[src/design/skri_pkg.sv]
// ----------------------------------------------------------------------------
// skri_pkg: shared types and constants of the sorted key range index
// Key encoding, request classification, predicate plans and state codes.
// ----------------------------------------------------------------------------
package skri_pkg;

   localparam int TABLE_DEPTH = 1024;
   localparam int BATCH_SIZE  = 16;
   localparam int IDX_W       = $clog2(TABLE_DEPTH);
   localparam int POS_W       = $clog2(TABLE_DEPTH + 1);
   localparam int BATCH_W     = $clog2(BATCH_SIZE + 1);
   localparam int KEY_W       = 64;
   localparam int ROW_W       = 63;
   localparam int ENTRY_W     = KEY_W + ROW_W;
   localparam int FIFO_DEPTH  = 2;

   localparam logic [1:0] OP_INSERT = 2'd0;
   localparam logic [1:0] OP_QUERY  = 2'd1;
   localparam logic [1:0] OP_FETCH  = 2'd2;

   localparam logic [2:0] KT_INT8   = 3'd0;
   localparam logic [2:0] KT_INT16  = 3'd1;
   localparam logic [2:0] KT_INT32  = 3'd2;
   localparam logic [2:0] KT_INT64  = 3'd3;
   localparam logic [2:0] KT_DOUBLE = 3'd4;

   localparam logic [3:0] PRED_EQ    = 4'd0;
   localparam logic [3:0] PRED_GT    = 4'd1;
   localparam logic [3:0] PRED_GE    = 4'd2;
   localparam logic [3:0] PRED_LT    = 4'd3;
   localparam logic [3:0] PRED_LE    = 4'd4;
   localparam logic [3:0] PRED_GT_LT = 4'd5;
   localparam logic [3:0] PRED_GT_LE = 4'd6;
   localparam logic [3:0] PRED_GE_LT = 4'd7;
   localparam logic [3:0] PRED_GE_LE = 4'd8;

   localparam logic [1:0] ST_OK   = 2'd0;
   localparam logic [1:0] ST_FULL = 2'd1;
   localparam logic [1:0] ST_NONE = 2'd2;
   localparam logic [1:0] ST_BAD  = 2'd3;

   localparam logic [63:0] SIGN64 = 64'h8000_0000_0000_0000;

   typedef struct packed {
      logic [1:0]        op;
      logic signed [63:0] low_key;
      logic signed [63:0] high_key;
      logic [62:0]       row_ident;
      logic [3:0]        pred;
   } req_type;

   typedef struct packed {
      logic [62:0] row_id_out;
      logic [10:0] start_pos;
      logic [10:0] end_pos;
      logic [1:0]  status;
      logic        last;
   } rsp_type;

   typedef enum logic [1:0] {
      CMD_INSERT,
      CMD_QUERY,
      CMD_FETCH,
      CMD_BAD
   } cmd_kind_type;

   typedef struct packed {
      cmd_kind_type      kind;
      logic [KEY_W-1:0]  lo_key;
      logic [KEY_W-1:0]  hi_key;
      logic [ROW_W-1:0]  row;
      logic [3:0]        pred;
   } cmd_type;

   typedef struct packed {
      logic             ok;
      logic [KEY_W-1:0] enc;
   } enc_type;

   typedef struct packed {
      logic need_s;
      logic s_strict;
      logic need_e;
      logic e_hi;
      logic e_strict;
   } plan_type;

   typedef enum logic [3:0] {
      BK_IDLE,
      BK_SRCH_RD,
      BK_SRCH_CMP,
      BK_SHIFT_RD,
      BK_SHIFT_WR,
      BK_FETCH_RD,
      BK_FETCH_EMIT,
      BK_RESP
   } back_state_type;

   typedef struct packed {
      logic [1:0] fill;
   } front_stat_type;

   typedef struct packed {
      logic             busy;
      logic [POS_W-1:0] count;
   } back_stat_type;

   // order-preserving transform: unsigned compare of the result orders keys
   function automatic enc_type encode_key(input logic [63:0] raw, input logic [2:0] kt);
      enc_type     r;
      logic [63:0] v;
      r.ok  = 1'b1;
      r.enc = '0;
      v     = raw;
      case (kt)
         KT_INT8:   r.enc = {{56{raw[7]}}, raw[7:0]} ^ SIGN64;
         KT_INT16:  r.enc = {{48{raw[15]}}, raw[15:0]} ^ SIGN64;
         KT_INT32:  r.enc = {{32{raw[31]}}, raw[31:0]} ^ SIGN64;
         KT_INT64:  r.enc = raw ^ SIGN64;
         KT_DOUBLE: begin
            if (raw[62:52] == 11'h7FF && raw[51:0] != 52'd0) begin
               r.ok = 1'b0;
            end
            if (raw == SIGN64) begin
               v = '0;
            end
            r.enc = v[63] ? ~v : (v | SIGN64);
         end
         default:   r.ok = 1'b0;
      endcase
      return r;
   endfunction

   // which bound searches a predicate needs
   function automatic plan_type pred_plan(input logic [3:0] pred);
      plan_type p;
      p = '{need_s: 1'b1, s_strict: 1'b0, need_e: 1'b1, e_hi: 1'b0, e_strict: 1'b1};
      case (pred)
         PRED_EQ:    p = '{1'b1, 1'b0, 1'b1, 1'b0, 1'b1};
         PRED_GT:    p = '{1'b1, 1'b1, 1'b0, 1'b0, 1'b0};
         PRED_GE:    p = '{1'b1, 1'b0, 1'b0, 1'b0, 1'b0};
         PRED_LT:    p = '{1'b0, 1'b0, 1'b1, 1'b0, 1'b0};
         PRED_LE:    p = '{1'b0, 1'b0, 1'b1, 1'b0, 1'b1};
         PRED_GT_LT: p = '{1'b1, 1'b1, 1'b1, 1'b1, 1'b0};
         PRED_GT_LE: p = '{1'b1, 1'b1, 1'b1, 1'b1, 1'b1};
         PRED_GE_LT: p = '{1'b1, 1'b0, 1'b1, 1'b1, 1'b0};
         PRED_GE_LE: p = '{1'b1, 1'b0, 1'b1, 1'b1, 1'b1};
         default:    p = '{1'b1, 1'b0, 1'b1, 1'b1, 1'b1};
      endcase
      return p;
   endfunction

endpackage

[src/design/skri_front.sv]
// ----------------------------------------------------------------------------
// skri_front: request intake
// Encodes keys, classifies each request and queues it for the back end.
// ----------------------------------------------------------------------------
module skri_front (
   input  logic                    clock,
   input  logic                    reset,
   input  logic [2:0]              key_type,
   input  logic                    req_valid,
   output logic                    req_ready,
   input  skri_pkg::req_type       req_data,
   output logic                    cmd_valid,
   input  logic                    cmd_pop,
   output skri_pkg::cmd_type       cmd_data,
   output skri_pkg::front_stat_type stat
);

   skri_pkg::cmd_type  q_ff [skri_pkg::FIFO_DEPTH];
   logic               wp_ff, wp_in, rp_ff, rp_in;
   logic [1:0]         fill_ff, fill_in;
   skri_pkg::cmd_type  cls;
   skri_pkg::enc_type  enc_lo, enc_hi;
   logic               push, pop;

   always_comb begin
      enc_lo   = skri_pkg::encode_key(req_data.low_key, key_type);
      enc_hi   = skri_pkg::encode_key(req_data.high_key, key_type);
      cls.lo_key = enc_lo.enc;
      cls.hi_key = enc_hi.enc;
      cls.row    = req_data.row_ident;
      cls.pred   = req_data.pred;
      cls.kind   = skri_pkg::CMD_BAD;
      case (req_data.op)
         skri_pkg::OP_INSERT: begin
            if (enc_lo.ok) begin
               cls.kind = skri_pkg::CMD_INSERT;
            end
         end
         skri_pkg::OP_QUERY: begin
            if (!(req_data.pred inside {[4'd9:4'd15]}) && enc_lo.ok &&
                (req_data.pred < skri_pkg::PRED_GT_LT || enc_hi.ok)) begin
               cls.kind = skri_pkg::CMD_QUERY;
            end
         end
         skri_pkg::OP_FETCH: cls.kind = skri_pkg::CMD_FETCH;
         default:            cls.kind = skri_pkg::CMD_BAD;
      endcase
   end

   assign req_ready = (fill_ff != 2'(skri_pkg::FIFO_DEPTH));
   assign push      = req_valid && req_ready;
   assign cmd_valid = (fill_ff != 2'd0);
   assign pop       = cmd_pop && cmd_valid;
   assign cmd_data  = q_ff[rp_ff];
   assign stat.fill = fill_ff;

   always_comb begin
      wp_in   = push ? ~wp_ff : wp_ff;
      rp_in   = pop ? ~rp_ff : rp_ff;
      fill_in = fill_ff + {1'b0, push} - {1'b0, pop};
   end

   always_ff @(posedge clock) begin
      if (reset) begin
         wp_ff   <= 1'b0;
         rp_ff   <= 1'b0;
         fill_ff <= 2'd0;
      end else begin
         wp_ff   <= wp_in;
         rp_ff   <= rp_in;
         fill_ff <= fill_in;
      end
   end

   always_ff @(posedge clock) begin
      if (push) begin
         q_ff[wp_ff] <= cls;
      end
   end

endmodule

[config.mk]
export PLATFORM = sky130hd
export DESIGN_NAME = skri_front
export DESIGN_NICKNAME = d
export VERILOG_FILES = /design/src/design/skri_pkg.sv /design/src/design/skri_front.sv
export SDC_FILE = /design/constraint.sdc
export NUM_CORES = 1
export LEC_CHECK = 0
export BUFFER_PORTS_ARGS = -buffer_cell sky130_fd_sc_hd__buf_2
export CORE_ASPECT_RATIO = 1.4
export CORE_UTILIZATION = 50
export CTS_CLUSTER_DIAMETER = 100
export DETAILED_ROUTE_END_ITERATION = 8
export GPL_TIMING_DRIVEN = 1
export PLACE_DENSITY = 0.75
export SYNTH_ARGS = -nofsm -noshare
export SYNTH_HDL_FRONTEND = slang
export SYNTH_SLANG_ARGS = --single-unit
[constraint.sdc]
create_clock -name clock -period 13.05 [get_ports clock]
set_input_delay 1.305 -clock clock [delete_from_list [all_inputs] [get_ports clock]]
set_output_delay 1.305 -clock clock [all_outputs]
set_load 0.005 [all_outputs]
### Yosys cells after proc, flatten, opt, wreduce, memory -nomap -nowiden

Memory sizes are Yosys's and may differ from the RTL's. A register that Yosys moved wholly into a read port is not among the register bits.
Cells that the tools add are included.

| word-level totals | value |
|---|---|
| register bits after elaboration | 4 |
| memory bits (writable) | 394 |
| bits of input ports | 204 |
| output and inout bits | 201 |
| word-level logic and storage cells | 66 |
| memories | 1 |

Memory list:

| name | words | width | rd ports | clocked after Yosys merged registers in | write ports | line | RTL |
|---|---|---|---|---|---|---|---|
| q_ff | 2 | 197 | 1 | 1 | 1 | skri_front.sv:18 | `skri_pkg::cmd_type q_ff [skri_pkg::FIFO_DEPTH];` |

| operators by class | value |
|---|---|
| $add $sub $neg | 2 |
| magnitude comparators | 3 |
| eq/ne operators | 11 |
| mux-type cells | 19 |
| bitwise logic cells | 12 |
| reduce and logical (&&, ||, !) cells | 15 |

Operators with widths:

| operator | count |
|---|---|
| $pmux 64 s5 | 2 |
| $mux 64 | 6 |
| $eq 64x64->1 const B | 2 |
| $not 64->64 | 2 |
| $reduce_bool 52->1 | 2 |
| $eq 11x11->1 const B | 2 |
| $not 1->1 | 10 |
| $logic_and 1x1->1 | 7 |
| $eq 3x2->1 const B | 2 |
| $mux 1 | 6 |
| $pmux 2 s3 | 1 |
| $ge 4x4->1 const B | 1 |
| $le 4x4->1 const B | 1 |
| $lt 4x3->1 const B | 1 |
| $mux 2 | 2 |
| $pmux 1 s2 | 2 |
| $reduce_or 4->1 | 1 |
| $eq 3x1->1 const B | 1 |
| $eq 3x3->1 const B | 1 |
| $logic_not 3->1 | 1 |
| $add 2x1->2 | 1 |
| $eq 2x1->1 const B | 1 |
| $eq 2x2->1 const B | 1 |
| $logic_not 2->1 | 1 |
| other kinds (5) | 5 |

### Depth between registers and ports, before layout

Gate-level depths: netlist of run 1.

| logic depth | value |
|---|---|
| depth after elaboration | 8 |
| depth in mapped cells | 8 |
| mapped depth without buffers | 8 |

### Worst setup path after synthesis of run 1

Ideal clock, no wire load.

| timing | value |
|---|---|
| path kind | input to register |
| start | in req_valid |
| end | mem q_ff[0][0] (netlist bit) (enable) |
| library setup time | 0.757 ns |
| arrival time | 9.565 ns |
| required time | 12.293 ns |
| path slack | 2.728 ns |
| stages on the path | 2 |
| buffers on the path | 0 |
| cell sequence | nand2_1 nor2_1 |

| between the ends | value |
|---|---|
| longest elaborated chain between the ends | 3 |

Ends and longest elaborated chain:

| what | line | RTL |
|---|---|---|
| start, declared | skri_front.sv:9 | `input logic req_valid,` |
| $logic_and 1x1->1 | skri_front.sv:51 | `assign push = req_valid && req_ready;` |
| $mux 1 | skri_front.sv:76 | `if (push) begin` |
| $mux 1 (not written as such) | skri_front.sv:77 | `q_ff[wp_ff] <= cls;` |
| end, declared | skri_front.sv:18 |  |

Every way passes these cells.

==> flow_summary_export.csv, run 1 <==
group,metric,value,unit
routing,vias,10500,
clock_tree,clkTransAtPathRegs,0.06,ns
clock_tree,cts-root-buf,"clkbuf_16",
sta,tightest_slew,1.13,ns
sta,slew_headroom,0.245,
logic_synthesis,synth-edff-count,394,
placement,gp_congestion,0.820,
clock_tree,ctsHoldBuffers,0,
clock_tree,cts_tree,"yes",
min_path,holdPathStages,2,
logic_synthesis,syn_inst,1032,
floorplan,dieArea,0.0339,mm2
finish,design_area,0.0203,mm2
floorplan,core-area,0.0325,mm2
sta,report.final.setup_viol,0,
routing,dr_wl_met3,2.78,mm
sta,period_share,0.331,
sta,fin_setup_tns,0,ns
routing,highest_layer,"met4",
floorplan,die_h,218,um
critical_path,reg2reg_depth,3,
clock_tree,clkLatencyLatePin,0.53,ns
critical_path,start_kind,"flop",
logic_synthesis,synthTopCellsByArea,"edfxtp_1 (71%), mux2_2 (13%), nand2_1 (2.7%)",
global_routing,grt_usage,0.231,
finish,layout_common_cells,"buf_2 (404), edfxtp_1 (394), mux2_2 (197)",
finish,final_nets,1643,
finish,layout_commonest_cell,"buf_2",
sta,worst_clock_skew,0.00919,ns
critical_path,slowest_stage,"buf_4",
finish,stdcell_count,1907,
clock_tree,clockBufferDepth,3,
clock_tree,h-tree-depth,2,
critical_path,cp_cell_sequence,"buf_4, mux2_2, buf_2",
critical_path,critPathKind,"reg2out",
routing,drc,0,
logic_synthesis,yosysTopAreaCellShare,0.713,
routing,drt_iter0_drc,702,
status,outcome,"finished, final reports clean",
critical_path,endpoint_kind,"output port",
routing,avgViaCountPerCell,5.53,
clock_tree,cts_sinks,399,
global_routing,antenna_found_initial,2,
power_and_ir_drop,powerDensity,179,mW/mm2
floorplan,die_x,156,um
logic_synthesis,synthArstFlopShare,0,
logic_synthesis,ys_ff_latch,399,
finish,post-route-util,0.625,
finish,drive_gt1_frac,0.467,
power_and_ir_drop,leakagePower,7.52,nW
floorplan,start_util,0.511,
logic_synthesis,syn_area,0.0166,mm2
sta,fmax,0.231,GHz
min_path,hp-class,"reg2reg",
sta,rsz0062_at_grt,"no",
global_routing,overflow,0,
routing,wl,39.8,mm
sta,hold_violations,0,
sta,fin_crit,4.32,ns
sta,whs,0.512,ns
logic_synthesis,ys_seq_area_frac,0.719,
critical_path,path_max_fanout,81,
global_routing,first_global_vias,10800,
critical_path,cp_data_required_time,11.74,ns
critical_path,crit_end,"cmd_data[131]",
clock_tree,cts_buffers,38,
routing,m1WireLength,14.0,mm
placement,placedCellCount,1837,
logic_synthesis,synth_ff_type,"edfxtp_1",
logic_synthesis,synth_top_cell_by_area,"edfxtp_1",
clock_tree,post_cts_buffers,0,
placement,hpwl,27.2,mm
placement,placed_cell_area,0.0191,mm2
logic_synthesis,syn_avg_cell_area,16.1,um2
sta,finalMaxSlewViolations,0,
placement,port_buffers,404,
power_and_ir_drop,ir_drop,0.138,mV
critical_path,r2r_setup_slack,10.09,ns
global_routing,grt_pass1_wl,59.1,mm
floorplan,rows,78,
logic_synthesis,yosysWarnings,0,
routing,drtAntennaViolNets,0,
clock_tree,cts-resized-gates,0,
routing,avgRoutedWirePerCell,20.9,um
finish,syn_to_final_growth,22.3,%
logic_synthesis,synthDistinctLibCells,53,
critical_path,regToRegEndpoint,"q_ff[1][78]",
global_routing,grt_max_degree,82,
routing,dr_wl_met2,21.3,mm
routing,drt_first_pass_iters,5,
flow_run,maxCapViolCount,0,
floorplan,io_pins,405,
critical_path,cp.arrival,3.02,ns
critical_path,reg2reg_from,"stat[0]",
logic_synthesis,syn-num-nets,1238,
critical_path,crit_path_max_incr_delay,0.96,ns
## synth_stat cells, drive strengths merged (3+ instances only)
master    n
mux2i    12
o211ai   33
inv      10
mux2    197
nor4     30
nor2b     3
nand3     6
nand2   119
nand4     7
o21ai    64
nor2     16
a22oi     8
buf      18
nor3      3
o221ai    8
a31oi     8
o311ai   16
nand2b    4
edfxtp  394
clkbuf   36
dfxtp     5
## power breakdown
group | switching, mW | internal (mW)
Sequential | 0.0657 | 1.65
Clock | 0.451 | 0.631
Combinational | 0.442 | 0.395
## per-layer routing
metal,global-route usage,vias up
li1,-,4896
met1,0.246,5127
met2,0.426,428
met3,0.0539,95
met4,0.107,0
met5,0,-
## cell type report
class | instances | area, um2
flip-flops and latches | 399 | 11900
well taps | 440 | 551
diodes | 2 | 5.00
fillers | 2482 | 12200
clock buffers | 46 | 1040
inverters | 10 | 37.5
clock inverters | 22 | 190
multi-input cells | 569 | 4400
repair buffers | 419 | 2130
## worst max-delay path: cells and delay by family, from the launching register on
| kind | cells | cell delay [ns] |
|---|---|---|
| multiplexers | 1 | 0.43 |
| buffers and inverters | 2 | 1.11 |
| flip-flops | 1 | 0.87 |
## state kept, by name (all words and copies together) (netlist names), named ones only
register / cells
stat: 2
q_ff: 394
rp_ff: 1
wp_ff: 1
## through the flow
step	power, mW	worst slack [ns]
after floorplan	2.25	2.73
after global placement	2.57	8.36
after detailed placement	2.59	8.32
after CTS	3.68	8.67
after global routing	3.79	8.56
final	3.64	8.73
## cell families (layout without fill, tap and decap cells)
kind of cell             count (synthesis)  after routing  synth area share
buffers and inverters                   64            497            0.0167
flip-flops                             399            399             0.719
XOR/XNOR                                 4              4           0.00211
AO/OA/AOI/OAI                          152            152            0.0621
multiplexers                           210            210             0.142
adder cells (fa/ha/maj)                  2              2           0.00151
AND/OR/NAND/NOR                        201            201            0.0564
other                                    0              2                 0
## worst min path at each step
stage / from / to / slack (ns)
after floorplan: rp_ff / flop / 0.48
after global placement: rp_ff / rp_ff / 0.50
after detailed placement: rp_ff / flop / 0.51
after CTS: rp_ff / flop / 0.52
after global routing: rp_ff / flop / 0.55
final: rp_ff / flop / 0.51
Power figures use the tool's default switching activity.
==> run 2, diff against run 1 <==
ABC_AREA = 1   (was default)
PLACE_DENSITY = 0.74   (was 0.75)
clock period = 4.2 ns   (was 13.05 ns; I/O delays follow)
==> flow_summary_export.csv, run 2 <==
group,metric,value,unit
clock_tree,clkLatencyLatePin,0.54,ns
sta,rsz0062_at_grt,"no",
critical_path,start_kind,"flop",
logic_synthesis,post-synth-top-count-cell,"edfxtp_1",
sta,tightest_slew,1.12,ns
critical_path,crit_path_max_incr_delay,0.58,ns
routing,avgRoutedWirePerCell,20.2,um
critical_path,cp_cell_sequence,"buf_4, mux2_2, buf_2",
clock_tree,clkTransAtPathRegs,0.06,ns
floorplan,rows,82,
routing,vias,12800,
critical_path,cp_top_family,"buffers and inverters",
clock_tree,cts_sinks,399,
sta,fin_crit,2.64,ns
logic_synthesis,synth-edff-count,394,
min_path,hp-class,"in2reg",
logic_synthesis,synthTopCellsByArea,"edfxtp_1 (64%), mux2_2 (12%), nand2_1 (5.3%)",
logic_synthesis,synth_commonest_cells,"edfxtp_1 (394), nand2_1 (260), mux2_2 (197)",
sta,period_share,0.628,
floorplan,die_x,164,um
sta,finalMaxSlewViolations,0,
critical_path,crit_end,"cmd_data[59]",
logic_synthesis,yosysWarnings,0,
clock_tree,cts_buffers,39,
power_and_ir_drop,leakagePower,8.89,nW
finish,num-fill-cells,2796,
power_and_ir_drop,powerDensity,528,mW/mm2
sta,fin_setup_tns,0,ns
critical_path,regToRegEndpoint,"q_ff[0][54]",
sta,setup_slack,1.56,ns
finish,top_register,"q_ff",
clock_tree,ctsHoldBuffers,0,
sta,slew_headroom,0.254,
floorplan,dieArea,0.0377,mm2
logic_synthesis,syn_avg_cell_area,12.7,um2
clock_tree,cts-resized-gates,0,
critical_path,reg2reg_depth,5,
routing,wl,47.4,mm
clock_tree,post_cts_buffers,0,
logic_synthesis,synthDistinctLibCells,36,
finish,final_nets,2051,
routing,drtAntennaViolNets,0,
critical_path,critPathKind,"reg2out",
critical_path,reg2reg_from,"stat[0]",
routing,drt_iter0_drc,850,
routing,drt_first_pass_iters,7,
global_routing,grt_max_degree,100,
sta,hold_violations,0,
critical_path,slowest_stage,"dfxtp_4",
critical_path,cp_data_required_time,3.78,ns
critical_path,path_max_fanout,39,
global_routing,grt_usage,0.246,
logic_synthesis,synthArstFlopShare,0,
clock_tree,cts_tree,"yes",
logic_synthesis,syn_inst,1457,
finish,syn_to_final_growth,20.7,%
finish,largest_reg_flops,394,
logic_synthesis,synth_top_cell_by_area,"edfxtp_1",
placement,gp_congestion,0.788,
power_and_ir_drop,finalPower,11.8,mW
sta,worst_clock_skew,0.0166,ns
placement,port_buffers,404,
critical_path,endpoint_kind,"output port",
critical_path,cp.arrival,2.22,ns
global_routing,antenna_found_initial,9,
sta,fmax,0.379,GHz
floorplan,start_util,0.511,
placement,post-place-ws,1.23,ns
critical_path,r2r_setup_slack,1.82,ns
finish,post-route-util,0.617,
status,outcome,"finished, final reports clean",
logic_synthesis,syn_area,0.0185,mm2
critical_path,cp_num_buf_inv,2,
floorplan,core-area,0.0361,mm2
routing,drc,0,
global_routing,grt_pass1_wl,70.7,mm
power_and_ir_drop,ir_drop,0.361,mV
finish,layout_commonest_cell,"buf_2",
logic_synthesis,ys_ff_latch,399,
flow_run,maxCapViolCount,0,
logic_synthesis,yosysTopAreaCellShare,0.641,
logic_synthesis,syn-num-nets,1663,
finish,drive_gt1_frac,0.389,
critical_path,cp.depth,3,
clock_tree,h-tree-depth,2,
finish,layout_common_cells,"buf_2 (403), edfxtp_1 (394), nand2_1 (260)",
routing,avgViaCountPerCell,5.46,
logic_synthesis,ys_seq_area_frac,0.646,
placement,placed_cell_area,0.0210,mm2
global_routing,first_global_vias,12800,
finish,design_area,0.0223,mm2
logic_synthesis,synth_ff_type,"edfxtp_1",
global_routing,overflow,0,
sta,report.final.setup_viol,0,
floorplan,io_pins,405,
clock_tree,cts-root-buf,"clkbuf_16",
placement,hpwl,32.0,mm
clock_tree,clockBufferDepth,3,
floorplan,die_h,229,um
==> run 2: cell types whose count changed after synthesis, moves of 14 or more <==
cell,before,now
nor2_1,15,83
nor4_1,30,2
o311ai_0,16,0
buf_2,15,33
xor2_1,2,65
nand2_1,119,260
o21ai_0,59,18
or2_2,1,26
inv_1,10,51
xnor2_1,2,16
a21oi_1,1,67
nand4_1,7,42
o211ai_1,33,0
nand3_1,6,114
==> run 2: cells by family after synthesis <==
kind of cell               after synthesis  synth area share
and+or+nand+nor                        544             0.131
muxes                                  197             0.120
xor gates and xnor gates                81            0.0384
DFF                                    399             0.646
buffers and inverters                  137            0.0339
adders and majority gates                2           0.00136
AOI/OAI and AO/OA                       97            0.0290
==> run 2: final cells by class <==
cell class,instances,area (um2),area share
Sequential cell,399,11900,0.535
Multi-Input combinational cell,921,5930,0.266
Timing Repair Buffer,427,2310,0.104
Clock buffer,49,1050,0.0473
Tap cell,462,578,0.0259
Clock inverter,23,253,0.0113
Inverter,57,214,0.00960
Antenna cell,8,20.0,0.000898
==> run 2: metal layers <==
layer / part of all wire / wire length [um] / global-route usage
met1: 0.36 / 17200 / 0.282
met2: 0.52 / 24800 / 0.442
met3: 0.080 / 3800 / 0.0580
met4: 0.033 / 1560 / 0.0892
met5: 0.00078 / 37 / 0
==> run 2: worst min-delay path by stage <==
| stage | from | slack, ns | cells past startpoint | end |
|---|---|---|---|---|
| floorplan | rp_ff | 0.45 | 2 | flop |
| global placement | rp_ff | 0.47 | 2 | rp_ff |
| detailed placement | rp_ff | 0.49 | 2 | flop |
| CTS | req_data[65] | 0.04 | 1 | q_ff[0][65] |
| global route | req_data[26] | 0.05 | 1 | q_ff[1][26] |
| finish | req_data[43] | 0.07 | 1 | q_ff[0][43] |
==> run 2: where the power goes <==
group	leakage, nW	internal, mW	total, mW	switching [mW]
clock	0.642	2.10	3.58	1.48
combinational	4.47	1.32	2.88	1.56
sequential	3.77	5.15	5.31	0.163
==> run 2: metrics by stage <==
step | hold WS, ns | std cells
finish | 0.0665 | 2346
global placement | 0.470 | 2266
detailed placement | 0.488 | 2266
floorplan | 0.454 | 1457
CTS | 0.0396 | 2338
global route | 0.0497 | 2344
==> run 3, diff against run 2 <==
PLACE_DENSITY = 0.77   (was 0.74)
clock period = 2.2 ns   (was 4.2 ns; I/O delays follow)
==> flow_summary_export.csv, run 3 (synthesis results as in run 2) <==
group,metric,value,unit
clock_tree,clockBufferDepth,3,
routing,wl,49.0,mm
routing,drtAntennaViolNets,0,
sta,slew_headroom,0.326,
critical_path,slowest_stage,"dfxtp_4",
global_routing,grt_usage,0.255,
critical_path,reg2reg_depth,6,
power_and_ir_drop,finalPower,22.8,mW
min_path,hp-class,"in2reg",
flow_run,maxCapViolCount,0,
power_and_ir_drop,powerDensity,979,mW/mm2
routing,avgRoutedWirePerCell,20.2,um
critical_path,path_max_fanout,56,
finish,final_nets,2140,
routing,drc,0,
clock_tree,clkLatencyLatePin,0.54,ns
power_and_ir_drop,seqPwrFrac,0.446,
min_path,holdPathStages,3,
global_routing,antenna_found_initial,13,
finish,syn_to_final_growth,26.0,%
critical_path,crit_path_max_incr_delay,0.49,ns
clock_tree,h-tree-depth,2,
global_routing,overflow,0,
clock_tree,cts_buffers,40,
floorplan,rows,82,
clock_tree,cts-root-buf,"clkbuf_16",
sta,fin_crit,2.14,ns
critical_path,cp_data_required_time,1.98,ns
finish,layout_commonest_cell,"buf_2",
sta,tightest_slew,1.01,ns
finish,stdcell_count,2430,
global_routing,grt_max_degree,95,
placement,placedCellCount,2279,
finish,top_register,"q_ff",
routing,vias,13200,
sta,finalMaxSlewViolations,0,
sta,hold_violations,0,
routing,avgViaCountPerCell,5.43,
sta,worst_clock_skew,0.0195,ns
critical_path,start_kind,"flop",
critical_path,cp.arrival,1.92,ns
global_routing,first_global_vias,13400,
critical_path,critPathKind,"reg2out",
floorplan,io_pins,405,
finish,drive_gt1_frac,0.382,
floorplan,start_util,0.511,
finish,post-route-util,0.644,
placement,hpwl,32.5,mm
power_and_ir_drop,switchingPower,6.13,mW
critical_path,endpoint_kind,"output port",
sta,fmax,0.467,GHz
power_and_ir_drop,power_frac_clock,0.301,
power_and_ir_drop,power_frac_comb,0.253,
critical_path,cp_cell_sequence,"buf_16, mux2_2, buf_2",
finish,layout_common_cells,"buf_2 (403), edfxtp_1 (394), nand2_1 (258)",
power_and_ir_drop,switching_share,0.269,
routing,drt_iter0_drc,710,
placement,port_buffers,404,
power_and_ir_drop,internal_power,16.6,mW
floorplan,die_x,164,um
placement,gp_congestion,0.851,
power_and_ir_drop,ir_drop,0.717,mV
routing,drt_first_pass_iters,5,
global_routing,grt_pass1_wl,73.6,mm
power_and_ir_drop,leakagePower,9.32,nW
floorplan,die_h,229,um
clock_tree,clkTransAtPathRegs,0.06,ns
sta,report.final.setup_viol,0,
status,outcome,"finished, final reports clean",
clock_tree,cts_tree,"yes",
finish,largest_reg_flops,394,
clock_tree,cts_sinks,399,
floorplan,dieArea,0.0377,mm2
floorplan,core-area,0.0361,mm2
sta,period_share,0.973,
## run 3: changes by cell type in the layout (fill, tap and decap cells not counted), sizes merged
cell | previous run | this run
dlygate4sd3 | 0 | 70
buf | 427 | 445
clkinv | 16 | 8
clkbuf | 49 | 53
diode | 8 | 7
inv | 59 | 60
## run 3: path summary, 6_finish.rpt
kind,startpoint,end,slack (ns)
max,flop,cmd_data[125],0.06
min,req_data[108],q_ff[1][108],0.04
max reg2reg,stat[1],flop,0.48
min reg2reg,rp_ff,rp_ff,0.50
## run 3: per-layer routing
metal,part of all wire,GRT usage
met3,0.083,0.0621
met2,0.53,0.463
met4,0.026,0.0886
met5,0.0016,0
met1,0.36,0.286
## run 3: power by group through the flow
stage	registers [mW]	logic, mW	clock network (mW)
floorplan	10.3	3.10	0
global placement	10.2	5.50	0
detailed placement	10.3	5.59	0
CTS	10.1	5.73	6.94
global route	10.2	6.23	7.25
finish	10.1	5.76	6.86
## run 3: what timing repair did
item	CTS	global route
buffers inserted	0	5
hold buffers	70	0
hold endpoints to repair	141	0
resized for setup	0	3
setup endpoints to repair	0	52
## run 3: worst max-delay path: cells and delay by family (launching register included)
family                 cells  cell delay (ns)
buffers and inverters      2             0.43
DFF                        1             0.49
muxes                      1             0.40
## run 3: layout make-up
| type | instances | area [um2] |
|---|---|---|
| fill | 2660 | 12900 |
| timing repair buffer | 515 | 3260 |
| clock buffer | 53 | 1100 |
| inverter | 57 | 214 |
| tap | 462 | 578 |
| clock inverter | 16 | 209 |
| sequential | 399 | 11900 |
| multi-input combinational | 921 | 5950 |
| antenna | 7 | 17.5 |
## run 3: metrics by stage
stage	setup TNS [ns]	cell area, um2	hold WS [ns]	worst slack, ns
6_report	0	23300	0.0350	0.0588
5_1_grt	-0.0134	23300	0.0318	-0.00487
3_3_place_gp	0	21200	0.408	0.0349
4_1_cts	0	23200	0.0104	0.00312
3_5_place_dp	-0.00262	21200	0.412	-0.00132
2_1_floorplan	-654.51	18500	0.284	-1.67
